$ cat src/kbt_pkg.sv
// Package for the keyed bin table: status and request codes, field widths.
// No dependencies.
`default_nettype none
package kbt_pkg;
  localparam int KEY_W = 64;
  localparam int KLEN_W = 4;
  localparam int TIME_W = 32;
  localparam int ITEM_W = 32;

  typedef enum logic [1:0] {
    REQ_ADD = 2'd0,
    REQ_DEL = 2'd1,
    REQ_GET = 2'd2,
    REQ_NOP = 2'd3
  } req_t;

  typedef enum logic [1:0] {
    ST_OK       = 2'd0,
    ST_NOTFOUND = 2'd1,
    ST_FULL     = 2'd2,
    ST_BINFULL  = 2'd3
  } status_t;

  // Broadcast from the controller into every cell.
  typedef struct packed {
    logic             clr_match;   // free the matching cell
    logic             alloc;       // claim the first free cell
    logic             touch;       // stamp matched or claimed cell
    logic             expire;      // free all aged cells
    logic [TIME_W-1:0] now;
    logic [KEY_W-1:0] key;
    logic [KLEN_W-1:0] klen;
  } cell_cmd_t;
endpackage
`default_nettype wire

$ cat src/kbt_cell.sv
// One bin of the table: key, touch time, items and count.
// Depends on kbt_pkg. Chained through a free-slot claim token.
`default_nettype none
module kbt_cell #(
  parameter int ITEMS = 8,
  parameter int IBITS = 32
) (
  input  wire logic                   clk,
  input  wire logic                   rst,
  input  wire kbt_pkg::cell_cmd_t     cmd,
  input  wire logic [31:0]            timeout_len,
  input  wire logic [IBITS-1:0]       item_in,
  input  wire logic                   claim_in,   // no earlier cell free
  output logic                        claim_out,
  output logic                        match,
  output logic                        is_free,
  output logic [$clog2(ITEMS+1)-1:0]  count,
  input  wire logic [$clog2(ITEMS)-1:0] rd_idx,
  output logic [IBITS-1:0]            rd_item
);
  import kbt_pkg::*;
  localparam int CW = $clog2(ITEMS+1);
  localparam int IW = (ITEMS > 1) ? $clog2(ITEMS) : 1;

  logic              valid;
  logic [KEY_W-1:0]  key;
  logic [KLEN_W-1:0] klen;
  logic [TIME_W-1:0] ttime;
  logic [IBITS-1:0]  items [ITEMS];
  logic              mine;
  logic              aged;
  logic [TIME_W:0]   tsum;

  assign is_free   = !valid;
  assign match     = valid && key == cmd.key && klen == cmd.klen;
  assign claim_out = claim_in && valid;
  assign mine      = match || (cmd.alloc && claim_in && !valid);
  assign tsum      = {1'b0, ttime} + {1'b0, timeout_len};
  assign aged      = tsum < {1'b0, cmd.now};
  assign rd_item   = items[rd_idx[IW-1:0]];

  always_ff @(posedge clk) begin
    if (rst) begin
      valid <= 1'b0;
      count <= '0;
    end else if (cmd.expire) begin
      if (valid && aged) begin
        valid <= 1'b0;
        count <= '0;
      end
    end else if (cmd.clr_match && match) begin
      valid <= 1'b0;
      count <= '0;
    end else if (cmd.touch && mine) begin
      valid <= 1'b1;
      if (!valid) begin
        key  <= cmd.key;
        klen <= cmd.klen;
      end
      ttime <= cmd.now;
      items[valid ? count[IW-1:0] : '0] <= item_in;
      count <= valid ? count + CW'(1) : CW'(1);
    end
  end
endmodule
`default_nettype wire

$ cat config.mk
export PLATFORM = sky130hd
export DESIGN_NAME = kbt_cell
export DESIGN_NICKNAME = d
export VERILOG_FILES = /design/src/kbt_pkg.sv /design/src/kbt_cell.sv
export SDC_FILE = /design/constraint.sdc
export NUM_CORES = 1
export LEC_CHECK = 0
export BUFFER_PORTS_ARGS = -buffer_cell sky130_fd_sc_hd__buf_2
export CORE_MARGIN = 5
export CORE_UTILIZATION = 53
export DETAILED_ROUTE_END_ITERATION = 10
export HOLD_SLACK_MARGIN = 0.05
export PLACE_DENSITY_LB_ADDON = 0.3
export SLEW_MARGIN = 0
export SYNTH_ARGS = -nofsm -noshare
export SYNTH_HDL_FRONTEND = slang
export SYNTH_SLANG_ARGS = --single-unit
$ cat constraint.sdc
create_clock -name clk -period 5.1 [get_ports clk]
set_input_delay 0.51 -clock clk [delete_from_list [all_inputs] [get_ports clk]]
set_output_delay 0.51 -clock clk [all_outputs]
set_load 0.01 [all_outputs]
Word-level counts from Yosys, hierarchy flattened

Memories as Yosys holds them, arrays and structs flattened.
Index checks and enable logic that the tools add are counted.
W data, S select, Z words.

Add/subtract/negate cells: 2
Magnitude comparators: 1
Equal/unequal tests: 3
Muxes and demuxes: 15
Bitwise logic cells: 4
Reduce and logical (&&, ||, !) cells: 14

Operators by type and width:

| cell                  | number |
|---|---|
| $eq A64 B64 Y1        | 1 |
| $add A32 B32 Y33      | 1 |
| $lt A33 B32 Y1        | 1 |
| $mux W4               | 5 |
| $mux W1               | 9 |
| $logic_and A1 B1 Y1   | 8 |
| $reduce_and A5 Y1     | 1 |
| $add A4 B1 Y4 const B | 1 |
| $eq A4 B4 Y1          | 1 |
| $not A1 Y1            | 4 |
| $reduce_and A4 Y1     | 1 |
| $mux W3               | 1 |
| $reduce_bool A3 Y1    | 1 |
| $ne A2 B1 Y1 const B  | 1 |
| $reduce_and A2 Y1     | 1 |
| $logic_not A1 Y1      | 1 |
| $logic_or A1 B1 Y1    | 1 |

Flip-flop bits (word level): 105
Bits in writable memories: 256
Input bits: 174
Output and inout bits: 39
Logic and storage cells: 45
Memories kept: 1

Memories:

| name  | depth | bits a word | rd ports | clocked after Yosys merged registers in | wr ports | RTL line       | RTL |
|---|---|---|---|---|---|---|---|
| items | 8     | 32          | 1        | 0                                       | 1        | kbt_cell.sv:29 | `logic [IBITS-1:0] items [ITEMS];` |

Logic depth before layout (Yosys ltp)

Gate-level depths: netlist (run 1).

Depth in word-level cells: 10
Depth in mapped cells: 20

Worst setup path before layout (run 1)

No wires, ideal clock.

Path kind: input to register
Start: in cmd[8] (netlist name)
End: mem items[1][0], enable pin
Setup time: 0.513 ns
Arrival: 5.360 ns
Required time: 4.587 ns
Slack: -0.773 ns
Cell stages on the path: 8
Path buffers: 0
Cell sequence: xnor2_1 > nand4_1 > nor4_1 > nand3_1 > nor3_1 > a21o_1 > nand3_2 > nor4b_1

Longest elaborated chain between the ends: 10

RTL lines:

| item                                  | RTL line       | RTL |
|---|---|---|
| from (decl)                           | kbt_cell.sv:10 | `input wire kbt_pkg::cell_cmd_t cmd,` |
| $eq A64 B64 Y1 (*)                    | kbt_cell.sv:35 | `assign match = valid && key == cmd.key && klen == cmd.klen;` |
| $logic_and A1 B1 Y1 (*) (2 in series) | kbt_cell.sv:35 |  |
| named net match                       | kbt_cell.sv:15 | `output logic match,` |
| $logic_or A1 B1 Y1                    | kbt_cell.sv:37 | `assign mine = match \|\| (cmd.alloc && claim_in && !valid);` |
| $logic_and A1 B1 Y1                   | kbt_cell.sv:54 | `end else if (cmd.touch && mine) begin` |
| $mux W1                               | kbt_cell.sv:54 |  |
| $mux W1 (*)                           | kbt_cell.sv:51 | `end else if (cmd.clr_match && match) begin` |
| $mux W1 (*)                           | kbt_cell.sv:46 | `end else if (cmd.expire) begin` |
| $mux W1 (*)                           | kbt_cell.sv:43 | `if (rst) begin` |
| $mux W1 (*)                           | kbt_cell.sv:61 | `items[valid ? count[IW-1:0] : '0] <= item_in;` |
| to (decl)                             | kbt_cell.sv:29 |  |

Mark *: on every way through the listed nets, which the timed path passes. The rest lies on a longest branch.

Final worst setup path (run 1)

Start: reg ttime[0]
End: reg count[0]

Longest elaborated chain between the ends: 5

RTL lines:

| item                               | RTL line       | RTL |
|---|---|---|
| from (decl)                        | kbt_cell.sv:28 | `logic [TIME_W-1:0] ttime;` |
| from (signal assigned)             | kbt_cell.sv:60 | `ttime <= cmd.now;` |
| $add A32 B32 Y33                   | kbt_cell.sv:38 | `assign tsum = {1'b0, ttime} + {1'b0, timeout_len};` |
| $lt A33 B32 Y1                     | kbt_cell.sv:39 | `assign aged = tsum < {1'b0, cmd.now};` |
| $logic_and A1 B1 Y1                | kbt_cell.sv:47 | `if (valid && aged) begin` |
| $ne A2 B1 Y1 (no source line)      | -              |  |
| $reduce_and A2 Y1 (no source line) | -              |  |
| to (signal assigned)               | kbt_cell.sv:62 | `count <= valid ? count + CW'(1) : CW'(1);` |
| to (decl)                          | kbt_cell.sv:17 | `output logic [$clog2(ITEMS+1)-1:0] count,` |

No other way between the ends.
A chain may end at the register's enable or synchronous reset.

==> flow_summary_export.csv, run 1 <==
group,metric,value,unit
logic_synthesis,ys_types,67,
global_routing,grt_pass1_wl,55400,µm
sta,min_period,4650,ps
global_routing,grt_overflow,0,
sta,rsz0062_at_grt,"false",
final_layout,drive_gt1_share,31.1,%
floorplanning,start_util,53.9,%
floorplanning,dieArea,34800,µm²
routing,vias,9742,
logic_synthesis,synth_top_area_share,64.6,%
floorplanning,die_h,187,µm
clocking,clk_pin_slew,60,ps
power_and_ir_drop,power,0.00644,W
clocking,cts_tree,"done",
floorplanning,rows,64,
logic_synthesis,yosysSeqAreaShare,65.2,%
logic_synthesis,synth_flop_cell,"edfxtp_1",
final_layout,final_net_count,1513,
critical_path,critPathCaptureType,"flip-flop",
critical_path,cp_slowest_cell,"o41a_1",
critical_path,cpPeakStageDelay,420,ps
logic_synthesis,ys_ff_latch,361,
global_routing,grt_pass1_vias,10293,
critical_path,critical-path-top-delay-family,"compound AO/OA/AOI/OAI gates",
clocking,h-tree-depth,2,
global_routing,antenna_found_initial,3,
sta,setup_viol,0,
sta,clock_skew,14.6,ps
critical_path,cp_max_fo,4,
final_layout,fin_area,19400,µm²
logic_synthesis,ys_warn_count,0,
routing,ant_nets,0,
power_and_ir_drop,p_leak,6.91,nW
routing,drt_pass1_iterations,5,
clocking,postCtsSetupBuffers,0,
critical_path,path_cells,"ha_1 > inv_1 > fa_1 > nand2b_1 > a2111oi_1 > a211oi_2 > o22ai_2 > o41a_1 > a211o_1 > a21oi_2 > xnor2_1 > ha_1 > a21o_1 > a2111o_1 > a211oi_1 > o21ai_0 > a211oi_2 > o221a_2 > mux2i_1 > nor2_1",
sta,fmax,215,MHz
critical_path,criticalPathCategory,"reg2reg",
routing,wire_per_inst,20.4,µm
critical_path,required,5490,ps
sta,finalHoldViolations,0,
clocking,worstSkewPairLatency,510,ps
logic_synthesis,synth_area_leader_cell,"edfxtp_1",
final_layout,multi_input_area,5530,µm²
final_layout,area_delta_synth_final,17.1,%
sta,drv_slew,0,
sta,max_slew_margin,35.5,%
critical_path,crit_arrival,5040,ps
floorplanning,die_w,187,µm
logic_synthesis,yosysMostFrequentCell,"edfxtp_1",
final_layout,utilization,63.2,%
floorplanning,fp.coreArea,30700,µm²
logic_synthesis,synthArstFlopShare,0,%
global_routing,grt_max_degree,44,
logic_synthesis,syn_avg_cell_area,16.1,µm²
placed_design,dpl-instance-area,18200,µm²
clocking,cts_buffers,37,
floorplanning,io_pins,213,
critical_path,start_kind,"flip-flop",
placed_design,dp_hpwl,23100,µm
final_layout,regArea,10800,µm²
placed_design,portBuffers,212,
run,cap_viol_max_count,0,
sta,period_share,91.1,%
routing,route.detailed.drc,0,
power_and_ir_drop,power.density,332,nW/µm²
routing,drt_iter0_drc,670,
hold_path,hold_class,"in2reg",
logic_synthesis,syn_nets,1269,
clocking,cts-root-buf,"clkbuf_16",
logic_synthesis,synthesis.area,16500,µm²
final_layout,nFillCells,2239,
logic_synthesis,synthTopCellsByArea,"edfxtp_1 (65%), mux4_2 (8.7%), ha_1 (4.8%)",
critical_path,path_buf_inv,1,
routing,vias_per_cell,5.73,
sta,worst-slew-pin-transition,968,ps
logic_synthesis,synth_commonest_cells,"edfxtp_1 (356), xnor2_1 (66), ha_1 (64), mux4_2 (64), inv_1 (52)",
logic_synthesis,netlist_instances,1030,
run_status,status,"completed",
clocking,cts.sinks,361,
clocking,cts_max_path_buffers,3,
routing,totalWireLength,34700,µm
global_routing,grt_usage,19.6,%
logic_synthesis,synth_edf_count,356,
placed_design,place.gp.congestion,0.919,
power_and_ir_drop,worst_ir_drop_vdd,0.272,mV
==> per-stage QoR <==
step	setup TNS [ps]	instances	hold WS [ps]	setup slack, ps
5_1_grt	0	1698	169	80.4
2_1_floorplan	-95940	1030	504	-773
3_3_place_gp	0	1631	535	135
4_1_cts	0	1697	163	302
3_5_place_dp	0	1631	546	75.2
6_report	0	1700	190	452
==> area by class of cell <==
type / count / share of cell area, %
clock buffer: 45 / 4.93
antenna: 3 / 0.0387
timing repair buffer: 230 / 6.19
multi-input combinational: 591 / 28.5
inverter: 53 / 1.03
clock inverter: 21 / 1.07
tap: 396 / 2.56
sequential: 361 / 55.7
==> power breakdown <==
part | internal (W) | switching, W
Clock | 0.00154 | 0.00107
Sequential | 0.00327 | 0.00000636
Combinational | 0.000256 | 0.000296
==> sequential cells by signal, indices dropped and copies added (netlist names) <==
register / cells
klen: 4
ttime: 32
items: 256
key: 64
valid: 1
count: 4
==> cells in the final DEF, fill, tap and decap left out, types with 4 or more instances in the layout <==
cell and instances:
edfxtp_1 356, buf_2 211, xnor2_1 66, mux4_2 64
ha_1 64, inv_1 52, nand2b_1 44, a21oi_1 37
clkbuf_16 37, nand4_1 36, nand2_1 36, mux2_2 32
nor2_1 30, o21ai_0 20, buf_4 19, nand3_1 18
clkinv_1 11, nor2b_1 9, nor4_1 8, xor2_1 8
nor3_1 8, clkbuf_1 8, o2111ai_1 7, and3_1 7
a21o_1 7, and2_1 5, a21oi_2 5, a211oi_1 5
o21a_1 5, dfxtp_1 5, o211ai_1 4, o21bai_1 4
bufinv_16 4
==> worst paths after layout <==
check / end / slack (ps) / start / cells after the start
worst max-delay path: count[0]$_SDFFE_PP0P_ / 450 / ttime[0]$_DFFE_PP_ / 20
worst min-delay path: ttime[4]$_DFFE_PP_ / 190 / cmd[72] / 1
worst max register to register: count[0]$_SDFFE_PP0P_ / 450 / ttime[0]$_DFFE_PP_ / 20
worst min register to register: count[3]$_SDFFE_PP0P_ / 570 / count[3]$_SDFFE_PP0P_ / 2
==> routing by layer <==
layer / wire, µm / track usage, % / part of all wire [%] / vias to the layer above
met5: 25 / 0 / 0.072 / -
met4: 529 / 4.04 / 1.5 / 4
met3: 2230 / 4.02 / 6.4 / 43
met2: 16500 / 31.6 / 47 / 283
met1: 15400 / 28.3 / 44 / 4842
li1: - / - / - / 4570
==> worst register-to-register path, delay by kind of cell (launching register included) <==
| kind | cells | cell delay, ps |
|---|---|---|
| AOI/OAI and AO/OA | 12 | 2870 |
| adders and majority gates | 3 | 680 |
| DFF | 1 | 390 |
| and+or+nand+nor | 2 | 200 |
| muxes | 1 | 200 |
| xor gates and xnor gates | 1 | 130 |
| buffers and inverters | 1 | 70 |
==> kinds of logic after synthesis <==
kind of cell / after synthesis / synth area share (%)
flops: 361 / 65.2
simple gates: 223 / 7.39
compound gates: 131 / 5.72
mux: 98 / 11.0
buf+inv: 78 / 1.78
xor+xnor: 74 / 3.92
fa+ha+maj: 65 / 4.96
==> what timing repair did <==
action                                  in CTS  in global routing
endpoints found under the setup margin       0                  5
hold buffers                                 0                  0
gates resized for setup                      0                  4
Note: power is estimated with default switching activity, not from simulation.
==> run 2: changes to the inputs <==
--- a/config.mk
+++ b/config.mk
@@ -11,6 +11,7 @@
 export DETAILED_ROUTE_END_ITERATION = 10
 export HOLD_SLACK_MARGIN = 0.05
 export PLACE_DENSITY_LB_ADDON = 0.3
+export RECOVER_POWER = 100
 export SLEW_MARGIN = 0
 export SYNTH_ARGS = -nofsm -noshare
 export SYNTH_HDL_FRONTEND = slang
==> flow_summary_export.csv, run 2 (same netlist as run 1, synthesis figures left out) <==
group,metric,value,unit
floorplanning,die_w,187,µm
power_and_ir_drop,p_leak,6.46,nW
routing,totalWireLength,34700,µm
final_layout,nFillCells,2327,
clocking,cts_tree,"done",
critical_path,cpPeakStageDelay,420,ps
sta,whs,195,ps
floorplanning,die_h,187,µm
critical_path,timing.rr.start,"ttime[0]$_DFFE_PP_",
placed_design,place.gp.congestion,0.919,
critical_path,r2r_slack,430,ps
run_status,status,"complete, but fails checks",
critical_path,start_kind,"flip-flop",
sta,setup-tns-final,0,ps
placed_design,dp_hpwl,23100,µm
global_routing,grt_pass1_wl,55400,µm
final_layout,final_net_count,1513,
critical_path,criticalPathCategory,"reg2reg",
critical_path,rr_endpoint,"count[0]$_SDFFE_PP0P_",
floorplanning,fp.coreArea,30700,µm²
sta,fmax,214,MHz
floorplanning,io_pins,213,
clocking,cts_buffers,37,
power_and_ir_drop,power.density,336,nW/µm²
sta,rsz0062_at_grt,"false",
sta,drv_slew,44,
sta,min_period,4670,ps
clocking,clk_pin_slew,60,ps
placed_design,portBuffers,212,
routing,vias,9757,
final_layout,final_cell_mix,"edfxtp_1 (356), clkbuf_1 (163), xnor2_1 (66)",
hold_path,hold_path_depth,1,
sta,period_share,91.6,%
hold_path,min_to,"ttime[5]$_DFFE_PP_",
floorplanning,start_util,53.9,%
power_and_ir_drop,worst_ir_drop_vdd,0.272,mV
final_layout,mostFrequentLayoutCell,"edfxtp_1",
routing,ant_nets,0,
critical_path,cp_slowest_cell,"o41a_1",
critical_path,crit_arrival,5060,ps
critical_path,critPathCaptureType,"flip-flop",
clocking,hold_buffers,0,
critical_path,cp_max_fo,4,
routing,drt_iter0_drc,660,
critical_path,r2r_cells,20,
hold_path,hold_class,"in2reg",
sta,worst-slew-pin-transition,1650,ps
critical_path,critical-path-top-delay-family,"compound AO/OA/AOI/OAI gates",
sta,max_slew_margin,-10.3,%
clocking,cts-root-buf,"clkbuf_16",
final_layout,largest_register_ffs,256,
critical_path,required,5490,ps
sta,setup_viol,0,
routing,wire_per_inst,20.4,µm
clocking,worstSkewPairLatency,510,ps
final_layout,area_delta_synth_final,15.4,%
run_status,violations,"capacitance limit, slew limit",
floorplanning,dieArea,34800,µm²
global_routing,grt_overflow,0,
routing,drt_pass1_iterations,5,
run,cap_viol_max_count,1,
sta,finalHoldViolations,0,
sta,clock_skew,15.1,ps
routing,vias_per_cell,5.75,
global_routing,grt_usage,19.6,%
final_layout,drive_gt1_share,17.8,%
final_layout,diodes,0,
routing,route.detailed.drc,0,
global_routing,grt_max_degree,44,
clocking,h-tree-depth,2,
global_routing,grt_pass1_vias,10293,
critical_path,path_cells,"ha_1 > inv_1 > fa_1 > nand2b_1 > a2111oi_1 > a211oi_2 > o22ai_2 > o41a_1 > a211o_1 > a21oi_1 > xnor2_1 > ha_1 > a21o_1 > a2111o_1 > a211oi_1 > o21ai_0 > a211oi_2 > o221a_2 > mux2i_1 > nor2_1",
critical_path,path_buf_inv,1,
hold_path,worstHoldStart,"cmd[73]",
floorplanning,rows,64,
global_routing,antenna_found_initial,2,
clocking,cts.sinks,361,
clocking,cts_max_path_buffers,3,
run 2: cell count changes in the layout (fill, tap and decap cells not counted), sizes merged:
cell and change:
buf -165, clkbuf +165, diode -3
run 2: routing by layer:
layer	global-route usage [%]	part of all wire (%)	up-vias
li1	-	-	4570
met1	28.3	45	4848
met2	31.6	47	290
met3	4.02	6.2	45
met4	4.04	1.7	4
met5	0	0.069	-
run 2: timing repair:
item / 4_1_cts / 5_1_grt
setup buffers: 0 / 0
resized for setup: 0 / 4
setup endpoints to repair: 0 / 5
run 2: final cells by class:
type / count / area, µm² / share of cell area (%)
clock buffer: 45 / 956 / 5.01
multi-input combinational: 591 / 5480 / 28.7
tap: 396 / 495 / 2.60
timing repair buffer: 230 / 967 / 5.07
sequential: 361 / 10800 / 56.5
inverter: 53 / 199 / 1.04
clock inverter: 21 / 206 / 1.08
run 2: worst max-delay path by stage:
stage | start | endpoint | slack [ps] | depth (start not counted)
after global placement | timeout_len[0] | count[0]$_SDFFE_PP0P_ | 130 | 21
after floorplan | cmd[8] | items[1][0]$_DFFE_PP_ | -770 | 8
after detailed placement | timeout_len[0] | count[0]$_SDFFE_PP0P_ | 80 | 20
final | ttime[0]$_DFFE_PP_ | count[0]$_SDFFE_PP0P_ | 430 | 20
after CTS | ttime[0]$_DFFE_PP_ | count[0]$_SDFFE_PP0P_ | 300 | 19
after global routing | ttime[0]$_DFFE_PP_ | count[0]$_SDFFE_PP0P_ | 70 | 20
run 2: metrics by stage:
step	setup WS [ps]	area [µm²]	total power [W]	util [%]	cells
2_1_floorplan	-773	16500	0.00368	-	1030
3_3_place_gp	135	18200	0.00388	59.3	1631
3_5_place_dp	75.2	18200	0.00389	59.3	1631
4_1_cts	302	19400	0.00651	63.1	1697
5_1_grt	69.6	19100	0.00669	62.3	1697
6_report	430	19100	0.00641	62.3	1697
run 2: power by group:
part | internal, W | switching (W)
Sequential | 0.00327 | 0.00000604
Clock | 0.00154 | 0.00106
Combinational | 0.000237 | 0.000296
Total | 0.00505 | 0.00137
==> run 3: changes to the inputs <==
--- a/config.mk
+++ b/config.mk
@@ -12,6 +12,7 @@
 export HOLD_SLACK_MARGIN = 0.05
 export PLACE_DENSITY_LB_ADDON = 0.3
 export RECOVER_POWER = 100
+export SETUP_SLACK_MARGIN = 0.5
 export SLEW_MARGIN = 0
 export SYNTH_ARGS = -nofsm -noshare
 export SYNTH_HDL_FRONTEND = slang
==> flow_summary_export.csv, run 3 (same netlist as run 1, synthesis figures left out) <==
group,metric,value,unit
run_status,status,"complete, but fails checks",
run_status,violations,"capacitance limit, slew limit",
placed_design,dp_hpwl,23100,µm
critical_path,critical-path-top-delay-family,"compound AO/OA/AOI/OAI gates",
clocking,cts_buffers,37,
final_layout,regArea,10800,µm²
routing,wl_met2,16600,µm
sta,max_slew_margin,-10.5,%
sta,worst-slew-pin-transition,1660,ps
global_routing,grt_usage,19.7,%
global_routing,grt_max_degree,44,
hold_path,hold_class,"in2reg",
routing,route.detailed.drc,0,
floorplanning,die_w,187,µm
critical_path,cp_max_fo,5,
routing,vias_per_cell,5.74,
placed_design,portBuffers,212,
routing,totalWireLength,34900,µm
critical_path,timing.rr.start,"ttime[2]$_DFFE_PP_",
power_and_ir_drop,worst_ir_drop_vdd,0.272,mV
power_and_ir_drop,power.density,335,nW/µm²
hold_path,worstHoldStart,"cmd[73]",
floorplanning,rows,64,
sta,clock_skew,16.0,ps
placed_design,place.gp.congestion,0.919,
routing,wl_met3,2140,µm
floorplanning,die_h,187,µm
sta,fmax,219,MHz
routing,drt_iter0_drc,617,
critical_path,path_buf_inv,0,
final_layout,drive_gt1_share,18.7,%
clocking,worstSkewPairLatency,510,ps
clocking,cts_max_path_buffers,3,
floorplanning,io_pins,213,
routing,top_layer,"met5",
clocking,clk_pin_slew,60,ps
routing,drt_pass1_iterations,5,
hold_path,min_to,"ttime[5]$_DFFE_PP_",
final_layout,final_net_count,1519,
final_layout,nFillCells,2320,
sta,setup_viol,0,
clocking,h-tree-depth,2,
sta,period_share,89.5,%
final_layout,multi_input_area,5520,µm²
final_layout,area_delta_synth_final,15.9,%
clocking,cts.sinks,361,
final_layout,final_cell_mix,"edfxtp_1 (356), clkbuf_1 (163), xnor2_1 (66)",
run,cap_viol_max_count,1,
global_routing,antenna_found_initial,2,
sta,drv_slew,44,
routing,vias,9769,
critical_path,path_cells,"ha_1 > and3_1 > a2111oi_4 > o211ai_1 > a31oi_2 > o211ai_2 > o21ai_2 > o31a_1 > o211ai_1 > ha_1 > a21o_1 > a2111o_1 > a211oi_2 > o21ai_1 > a211oi_1 > o21a_1 > nand2_1 > a221oi_1",
power_and_ir_drop,p_leak,6.50,nW
final_layout,mostFrequentLayoutCell,"edfxtp_1",
clocking,cts_tree,"done",
global_routing,grt_overflow,0,
critical_path,rr_endpoint,"valid$_SDFFE_PP0P_",
routing,wl_met1,15600,µm
critical_path,cp_slowest_cell,"a2111o_1",
floorplanning,dieArea,34800,µm²
global_routing,grt_pass1_wl,55600,µm
critical_path,required,5500,ps
sta,finalHoldViolations,0,
critical_path,r2r_slack,540,ps
critical_path,crit_arrival,4970,ps
critical_path,critPathCaptureType,"flip-flop",
final_layout,diodes,0,
floorplanning,start_util,53.9,%
hold_path,hold_path_depth,1,
placed_design,place_inst,1631,
floorplanning,fp.coreArea,30700,µm²
final_layout,largest_register_ffs,256,
critical_path,cpPeakStageDelay,410,ps
clocking,cts-root-buf,"clkbuf_16",
final_layout,instances_no_fill,1703,
critical_path,criticalPathCategory,"reg2reg",
critical_path,r2r_cells,18,
sta,whs,195,ps
critical_path,start_kind,"flip-flop",
routing,wire_per_inst,20.5,µm
sta,min_period,4560,ps
sta,rsz0062_at_grt,"true",
routing,ant_nets,0,
global_routing,grt_pass1_vias,10299,
==> run 3: metal layers <==
layer | GRT usage [%] | vias up
li1 | - | 4578
met1 | 28.3 | 4863
met2 | 31.7 | 281
met3 | 4.09 | 43
met4 | 3.95 | 4
met5 | 0 | -
==> run 3: cell type report <==
cell class | instances | area share (%)
Clock inverter | 21 | 1.08
Multi-Input combinational cell | 591 | 28.8
Inverter | 53 | 1.04
Sequential cell | 361 | 56.3
Timing Repair Buffer | 236 | 5.28
Clock buffer | 45 | 4.98
Tap cell | 396 | 2.58
==> run 3: power breakdown <==
group          switching [W]  internal, W  total [W]
Clock                0.00106      0.00154    0.00260
Combinational       0.000300     0.000241   0.000542
Sequential        0.00000608      0.00327    0.00328
==> run 3: what timing repair did <==
action                     CTS  global route
hold buffers                 0             0
buffers inserted             2             4
pin swaps                    7             8
setup endpoints to repair    4             5
gates resized for setup      5            11
==> run 3: worst max-delay path by stage <==
stage	start	end	depth (start not counted)	slack, ps
global placement	timeout_len[0]	count[0]$_SDFFE_PP0P_	21	130
floorplan	cmd[8]	items[1][0]$_DFFE_PP_	8	-770
finish	ttime[2]$_DFFE_PP_	valid$_SDFFE_PP0P_	18	540
detailed placement	timeout_len[0]	count[0]$_SDFFE_PP0P_	20	80
global route	ttime[2]$_DFFE_PP_	valid$_SDFFE_PP0P_	18	190
CTS	ttime[4]$_DFFE_PP_	count[0]$_SDFFE_PP0P_	18	530
==> run 3: metrics by stage <==
stage / total power (W) / area [µm²] / util, % / TNS (ps) / setup slack (ps)
2_1_floorplan: 0.00368 / 16500 / - / -95940 / -773
3_3_place_gp: 0.00388 / 18200 / 59.3 / 0 / 135
3_5_place_dp: 0.00389 / 18200 / 59.3 / 0 / 75.2
4_1_cts: 0.00652 / 19400 / 63.2 / 0 / 528
5_1_grt: 0.00670 / 19200 / 62.5 / 0 / 191
6_report: 0.00642 / 19200 / 62.5 / 0 / 535
